File: src/hw/rtl/ssm_pkg.sv
package ssm_pkg;

    localparam int SSM_MAX_SAMPLES = 32;
    localparam int SSM_SAMPLE_W    = 32;
    localparam int SSM_RESULT_W    = SSM_SAMPLE_W + 1;
    localparam int SSM_COUNT_W     = 6;

    typedef logic signed [SSM_SAMPLE_W-1:0] t_sample;
    typedef logic [SSM_COUNT_W-1:0]         t_count;

    typedef enum logic {
        KIND_SAMPLE = 1'b0,
        KIND_MEDIAN = 1'b1
    } t_kind;

endpackage

File: src/hw/rtl/ssm_cell.sv
module ssm_cell
    import ssm_pkg::*;
(
    input  logic    i_clk,
    input  logic    i_ins,
    input  logic    i_shift,
    input  t_sample i_sample,
    input  t_sample i_left_val,
    input  logic    i_left_gt,
    input  t_sample i_right_val,
    input  logic    i_occ,
    output t_sample o_val,
    output logic    o_gt
);

    t_sample r_val;

    assign o_val = r_val;
    assign o_gt  = i_occ && (r_val > i_sample);

    // insert: take left neighbor if it moves right, else the new sample where it lands
    always_ff @(posedge i_clk) begin
        if (i_shift) begin
            r_val <= i_right_val;
        end else if (i_ins) begin
            if (i_left_gt) begin
                r_val <= i_left_val;
            end else if (o_gt || !i_occ) begin
                r_val <= i_sample;
            end
        end
    end

endmodule

File: src/hw/rtl/ssm_chain.sv
module ssm_chain
    import ssm_pkg::*;
(
    input  logic    i_clk,
    input  logic    i_ins,
    input  logic    i_shift,
    input  t_sample i_sample,
    input  t_count  i_count,
    output t_sample o_head
);

    t_sample val [SSM_MAX_SAMPLES];
    logic    gt  [SSM_MAX_SAMPLES];

    assign o_head = val[0];

    for (genvar g = 0; g < SSM_MAX_SAMPLES; g++) begin : g_cell
        t_sample left_val;
        logic    left_gt;
        t_sample right_val;
        logic    occ;

        if (g == 0) begin : g_first
            assign left_val = '0;
            assign left_gt  = 1'b0;
        end else begin : g_mid
            assign left_val = val[g-1];
            assign left_gt  = gt[g-1];
        end

        if (g == SSM_MAX_SAMPLES - 1) begin : g_last
            assign right_val = '0;
        end else begin : g_inner
            assign right_val = val[g+1];
        end

        assign occ = SSM_COUNT_W'(g) < i_count;

        ssm_cell u_cell (
            .i_clk       (i_clk),
            .i_ins       (i_ins),
            .i_shift     (i_shift),
            .i_sample    (i_sample),
            .i_left_val  (left_val),
            .i_left_gt   (left_gt),
            .i_right_val (right_val),
            .i_occ       (occ),
            .o_val       (val[g]),
            .o_gt        (gt[g])
        );
    end

endmodule

File: src/hw/rtl/sample_sort_median.sv
// Insertion: one transfer per cycle while not busy; a sample lands in its cell in the
// next cycle. Output run: batch end sets the state register, which loads the result
// register; then one result per cycle, kept count + 1 in all; busy is high until the
// median result. The chain drains through cell 0; the run is set by the kept count.
// Synchronous active-low reset clears count, overflow flag, state and the strobe.
// The receiver cannot stall: each result shows for exactly one cycle.
module sample_sort_median
    import ssm_pkg::*;
(
    input  logic                           i_clk,
    input  logic                           i_rst_n,
    input  logic                           start,
    output logic                           busy,
    input  logic signed [SSM_SAMPLE_W-1:0] i_sample_value,
    input  logic                           i_sample_present,
    input  logic                           i_batch_end,
    output logic                           o_result_valid,
    output logic                           o_result_kind,
    output logic signed [SSM_RESULT_W-1:0] o_result_value,
    output logic [SSM_COUNT_W-1:0]         o_sample_rank,
    output logic                           o_median_valid,
    output logic [SSM_COUNT_W-1:0]         o_sample_count,
    output logic                           o_overflow,
    output logic                           o_last_result
);

    typedef enum logic [1:0] {
        S_IDLE,
        S_DRAIN,
        S_MEDIAN
    } t_state;

    t_state  r_state;
    t_count  r_count;
    logic    r_dropped;
    t_count  r_idx;
    t_sample r_lo;
    t_sample r_hi;

    logic                    r_valid;
    t_kind                   r_kind;
    logic [SSM_RESULT_W-1:0] r_value;
    t_count                  r_rank;
    logic                    r_med_valid;
    t_count                  r_out_count;
    logic                    r_out_ovf;
    logic                    r_last;

    logic    accept;
    logic    full;
    logic    ins;
    t_sample head;
    t_count  half;
    t_count  n_count;

    assign busy    = (r_state != S_IDLE);
    assign accept  = start && !busy;
    assign full    = (r_count == SSM_COUNT_W'(SSM_MAX_SAMPLES));
    assign ins     = accept && i_sample_present && !full;
    assign half    = r_count >> 1;
    assign n_count = r_count + SSM_COUNT_W'(ins);

    ssm_chain u_chain (
        .i_clk    (i_clk),
        .i_ins    (ins),
        .i_shift  (r_state == S_DRAIN),
        .i_sample (i_sample_value),
        .i_count  (r_count),
        .o_head   (head)
    );

    always_ff @(posedge i_clk) begin
        if (!i_rst_n) begin
            r_state   <= S_IDLE;
            r_count   <= '0;
            r_dropped <= 1'b0;
            r_idx     <= '0;
            r_valid   <= 1'b0;
        end else begin
            r_valid <= 1'b0;
            case (r_state)
                S_IDLE: begin
                    if (accept) begin
                        r_count <= n_count;
                        if (i_sample_present && full) begin
                            r_dropped <= 1'b1;
                        end
                        if (i_batch_end) begin
                            r_idx   <= '0;
                            r_state <= (n_count != '0) ? S_DRAIN : S_MEDIAN;
                        end
                    end
                end
                S_DRAIN: begin
                    r_valid     <= 1'b1;
                    r_kind      <= KIND_SAMPLE;
                    r_value     <= {head, 1'b0};
                    r_rank      <= r_idx;
                    r_med_valid <= 1'b0;
                    r_out_count <= r_count;
                    r_out_ovf   <= r_dropped;
                    r_last      <= 1'b0;
                    if (r_idx == half - SSM_COUNT_W'(1)) begin
                        r_lo <= head;
                    end
                    if (r_idx == half) begin
                        r_hi <= head;
                    end
                    if (r_idx == r_count - SSM_COUNT_W'(1)) begin
                        r_state <= S_MEDIAN;
                    end else begin
                        r_idx <= r_idx + SSM_COUNT_W'(1);
                    end
                end
                S_MEDIAN: begin
                    r_valid     <= 1'b1;
                    r_kind      <= KIND_MEDIAN;
                    r_rank      <= '0;
                    r_out_count <= r_count;
                    r_out_ovf   <= r_dropped;
                    r_last      <= 1'b1;
                    if (r_count == '0) begin
                        r_value     <= '0;
                        r_med_valid <= 1'b0;
                    end else if (r_count[0]) begin
                        r_value     <= {r_hi, 1'b0};
                        r_med_valid <= 1'b1;
                    end else begin
                        r_value     <= {r_lo[SSM_SAMPLE_W-1], r_lo}
                                     + {r_hi[SSM_SAMPLE_W-1], r_hi};
                        r_med_valid <= 1'b1;
                    end
                    r_count   <= '0;
                    r_dropped <= 1'b0;
                    r_state   <= S_IDLE;
                end
                default: begin
                    r_state <= S_IDLE;
                end
            endcase
        end
    end

    assign o_result_valid = r_valid;
    assign o_result_kind  = r_kind;
    assign o_result_value = r_value;
    assign o_sample_rank  = r_rank;
    assign o_median_valid = r_med_valid;
    assign o_sample_count = r_out_count;
    assign o_overflow     = r_out_ovf;
    assign o_last_result  = r_last;

endmodule

File: config.mk
export PLATFORM = sky130hd
export DESIGN_NAME = sample_sort_median
export DESIGN_NICKNAME = d
export VERILOG_FILES = /design/src/hw/rtl/ssm_pkg.sv /design/src/hw/rtl/ssm_cell.sv /design/src/hw/rtl/ssm_chain.sv /design/src/hw/rtl/sample_sort_median.sv
export SDC_FILE = /design/constraint.sdc
export NUM_CORES = 2
export LEC_CHECK = 0
export ABC_AREA = 1
export BUFFER_PORTS_ARGS = -buffer_cell sky130_fd_sc_hd__buf_2
export CORE_ASPECT_RATIO = 1.25
export CORE_UTILIZATION = 55
export CTS_CLUSTER_SIZE = 20
export DETAILED_ROUTE_END_ITERATION = 10
export PLACE_DENSITY = 0.71
export SYNTH_ARGS = -nofsm -noshare
export SYNTH_HDL_FRONTEND = slang
export SYNTH_HIERARCHICAL = 1
export SYNTH_SLANG_ARGS = --single-unit
File: constraint.sdc
create_clock -name i_clk -period 10 [get_ports i_clk]
set_input_delay 0.5 -clock i_clk [delete_from_list [all_inputs] [get_ports i_clk]]
set_output_delay 0.5 -clock i_clk [all_outputs]
set_load 0.05 [all_outputs]
# After elaboration in Yosys (flattened, before gate mapping)
# Cells that the tools add are included.
# word_totals
in_bits	37
out_inout_bits	51
wordCells	455
reg_bits	1152
# classes
n_lt_le_gt_ge	64
n_addsub	5
eq_ne	11
muxes	147
n_reduce_logical	183
# ops
cell	n
32-bit 2-to-1 mux	125
32-bit greater-than comparator	32
5-bit by 6-bit less-than comparator with 1-bit output (first input constant)	16
3-bit nonzero test	30
2-bit AND reduction	35
33-bit 2-to-1 mux	2
33-bit case mux with 2 select lines	1
4-bit by 6-bit less-than comparator with 1-bit output (first input constant)	8
1-bit logical AND	36
6-bit case mux with 2 select lines	3
1-bit zero test	34
32-bit by 32-bit adder with 33-bit output	1
1-bit logical OR	32
3-bit by 6-bit less-than comparator with 1-bit output (first input constant)	4
6-bit 2-to-1 mux	4
2-bit nonzero test	7
6-bit equality test	2
1-bit by 6-bit less-than comparator with 1-bit output (first input constant)	2
2-bit by 6-bit less-than comparator with 1-bit output (first input constant)	2
3-bit AND reduction	4
2-bit inequality test (second input constant)	5
2-bit 2-to-1 mux	4
6-bit by 1-bit adder with 6-bit output	1
6-bit by 1-bit adder with 6-bit output (second input constant)	1
other kinds (14)	19

# Logic depth before layout (Yosys ltp)
# depth
word_depth	11
mapped_depth	22

# Cells and area by module
# The synthesis kept the hierarchy.
# by_module_without_submodules
module	cells_each	seq_area_each_um2	area_each_um2	n_inst
ssm_cell	295	960.9	2551.2	32
sample_sort_median	1010	3683.5	7903.8	1
ssm_chain	75	0.0	320.3	1

# Worst setup path before layout
# OpenSTA, ideal clock, no wires.
# synth_path
path_type	register to register
from	reg r_state[1]
to	reg r_hi[0], enable pin
t_arrival_ns	6.742
path_buffers	0
path_stages_with_launch	5
setup_slack_ns	2.757
required_ns	9.498
setup_ns	0.502
path_cell_list	dfxtp_1 -> inv_1 -> ha_1 -> nand2_1 -> nor4_1
# synth_via
elab_chain_len	2
# synth_lines
item	line_no	rtl
start: declaration	sample_sort_median.sv:33	t_state r_state;
start signal: assignment	sample_sort_median.sv:90	r_state <= (n_count != '0) ? S_DRAIN : S_MEDIAN;
2-bit by 1-bit equality test with 1-bit output	sample_sort_median.sv:81	case (r_state)
3-bit AND reduction (no line)	--	
end signal: assignment	sample_sort_median.sv:107	r_hi <= head;
end: declaration	sample_sort_median.sv:38	t_sample r_hi;
# No other way between the ends.
# A chain may end at the register's enable or synchronous reset.

# Final worst setup path
# layout_path
from	in i_sample_value[15]
to	reg u_chain.g_cell[30].u_cell.r_val[6], enable pin
# layout_rtl
item	line_no	rtl
start: declaration	sample_sort_median.sv:14	input logic signed [SSM_SAMPLE_W-1:0] i_sample_value,
32-bit greater-than comparator	ssm_cell.sv:19	assign o_gt = i_occ && (r_val > i_sample);
1-bit logical AND	ssm_cell.sv:19	
via u_chain.g_cell[30].left_gt	ssm_chain.sv:19	logic left_gt;
3-bit nonzero test (no line)	--	
2-bit AND reduction (no line)	--	
end signal: assignment	ssm_cell.sv:24	r_val <= i_right_val;
end signal: assignment	ssm_cell.sv:27	r_val <= i_left_val;
end signal: assignment	ssm_cell.sv:29	r_val <= i_sample;
end: declaration	ssm_cell.sv:16	t_sample r_val;
# The timed path passes the listed nets, and every way through them passes these cells.

==> qor.csv <==
stage,metric,value,unit
clock_tree,clk_latency,0.81,ns
route,drt-total-wl,265000,um
sta,finalHoldViolCount,0,
place,gp_congestion,0.918,
sta,holdWs,0.171,ns
worst_setup_path,worstSetupPathType,in2reg,
power,pwr-share-seq,40.4,%
route,avgViaCountPerCell,5.95,
clock_tree,cts.sinks,1152,
route,drt_iter0_markers,6444,
place,hpwl,194000,um
floorplanning,fp.coreArea,162000,um^2
logic_synthesis,yosysWarnings,6,
finish,drive_gt1_share,7.20,%
sta,setup_viol,0,
power,p_leak,41.7,nW
floorplanning,fp.dieW,364,um
floorplanning,fp-row-count,165,
finish,design_area,96600,um^2
worst_setup_path,r2r_cells,7,
finish,nets,11592,
worst_setup_path,crit_required,10.46,ns
sta,finalCriticalPeriod,4.18,ns
worst_setup_path,cp.arrival,4.64,ns
grt,grt_pass1_vias,75962,
hold_path,hold_path.class,in2reg,
sta,worst_slew_pin_slew,1.17,ns
clock_tree,cts_buffer_depth,3,
grt,grt_usage,31.7,%
logic_synthesis,syn_area,89900,um^2
logic_synthesis,syn-instance-count,10524,
outcome,status,completed,
worst_setup_path,start_kind,input port,
place,placed_area,92300,um^2
sta,final.setup.tns,0,ns
clock_tree,cts_tree,yes,
power,switching_share,41.7,%
hold_path,worstHoldPathCells,5,
sta,clock_skew,0.0293,ns
power,netSwitchingPower,10.6,mW
floorplanning,die-area,165000,um^2
power,power_density,264,nW/um^2
route,first_pass_iters,6,
route,vias,75916,
place,dp.cells,12521,
finish,multi_input_area,48000,um^2
power,clockPowerShare,19.5,%
clock_tree,numCtsBuffers,135,
finish,fill_cells,14101,
route,drtAntennaViolNets,0,
power,power.ir.vdd_worst,0.201,mV
grt,grt_first_pass_wirelength,413000,um
clock_tree,cts_resized,0,
worst_setup_path,end_kind,flop,
grt,antenna_found_initial,11,
finish,stdcell_count,12766,
place,port_buffers,87,
power,power_frac_comb,40.1,%
clock_tree,clk_pin_slew,0.06,ns
sta,post-route-period-util,41.8,%
finish,area_delta_synth_final,7.49,%
sta,layout_setup_ws,5.82,ns
finish,regArea,34400,um^2
job,drv_cap,0,
sta,rsz0062_at_grt,no,
route,post_drt_wl_per_cell,20.7,um
logic_synthesis,syn_avg_cell_area,8.54,um^2
power,intPower,14.9,mW
sta,maxClockFrequency,239,MHz
place,place_ws,5.12,ns
clock_tree,cts_max_level,4,
floorplanning,initial_core_util,55.4,%
grt,grt_max_degree,64,
floorplanning,die_h,454,um
floorplanning,ios,88,
sta,slew_viol_final,0,
route,remaining_drc_errors,0,
grt,grt_overflow_total,0,
worst_setup_path,cp_max_fo,63,
sta,relSlewSlack,22.3,%
clock_tree,ctsRootBufferMaster,clkbuf_16,
power by group through the flow:
stage | logic, mW | clock network (mW) | registers [mW]
global placement | 9.62 | 0 | 10.4
detailed placement | 10.1 | 0 | 10.4
CTS | 10.1 | 5.04 | 10.3
global route | 11.4 | 5.19 | 10.5
floorplan | 7.51 | 0 | 9.61
finish | 10.2 | 4.97 | 10.3
path summary, 6_finish.rpt:
path	start	endpoint	slack (ns)
worst max-delay path	i_sample_value[15]	u_chain/g_cell[30].u_cell/o_val[6]$_DFFE_PP_	5.82
worst min-delay path	start	r_count[1]$_SDFFE_PN0P_	0.17
worst max register to register	r_state[1]$_SDFFE_PN0P_	u_chain/g_cell[7].u_cell/o_val[9]$_DFFE_PP_	5.86
worst min register to register	r_dropped$_SDFFE_PN0P_	o_overflow$_DFFE_PP_	0.44
flip-flops by register name, summed over array words and instances, names as in the netlist:
register / count
o_result_value: 33
o_last_result: 1
r_lo: 32
u_chain/g_cell.u_cell/o_val: 1024
o_overflow: 1
r_state: 2
o_median_valid: 1
r_hi: 32
r_idx: 6
r_dropped: 1
o_sample_count: 6
o_sample_rank: 6
o_result_valid: 1
r_count: 6
timing repair:
action | 4_1_cts | 5_1_grt
endpoints found under the hold margin | 4 | 0
hold buffers | 2 | 0
buffers inserted | 0 | 0
per-stage QoR:
| step | power, mW | utilization, % |
|---|---|---|
| 2_1_floorplan | 17.1 | - |
| 3_3_place_gp | 20.0 | 56.9 |
| 3_5_place_dp | 20.4 | 56.9 |
| 4_1_cts | 25.5 | 59.6 |
| 5_1_grt | 27.1 | 59.6 |
| 6_report | 25.5 | 59.6 |
placed cells by master (no fill, tap or decap), types with 127 or more instances in the layout:
| cell | count |
|---|---|
| a21oi_1 | 640 |
| clkbuf_16 | 142 |
| edfxtp_1 | 1136 |
| ha_1 | 1064 |
| inv_1 | 1439 |
| nand2_1 | 2554 |
| nand3_1 | 127 |
| nor2_1 | 500 |
| o211ai_1 | 930 |
| o21a_1 | 960 |
critical path, cell delays in order:
cell,delay (ns)
buf_2,0.65
buf_4,0.37
inv_1,0.09
ha_1,0.32
a21oi_1,0.14
o21ai_0,0.10
a21oi_1,0.20
nand2_1,0.14
nand2_1,0.10
nand2_1,0.06
nand2_1,0.07
nand3_2,0.10
nor2_4,0.09
buf_4,0.54
nor2_1,0.11
nand2_1,0.09
nand2_1,0.05
nand2_1,0.44
buf_4,0.41
layout make-up:
| type | instances | share of cell area, % |
|---|---|---|
| multi-input cells | 7452 | 49.7 |
| repair buffers | 206 | 1.39 |
| inverters | 1542 | 5.99 |
| clock buffers | 174 | 3.80 |
| diodes | 7 | 0.0181 |
| clock inverters | 62 | 0.632 |
| flip-flops and latches | 1152 | 35.6 |
| well taps | 2171 | 2.81 |
per-layer routing:
metal	track usage, %	vias to the layer above	share of wire, %
met5	0	-	0.021
met4	16.7	8	5.6
met3	4.22	788	5.8
met2	55.1	2690	49
met1	37.9	36278	39
li1	-	36152	-
Note: power is estimated with default switching activity, not from simulation.
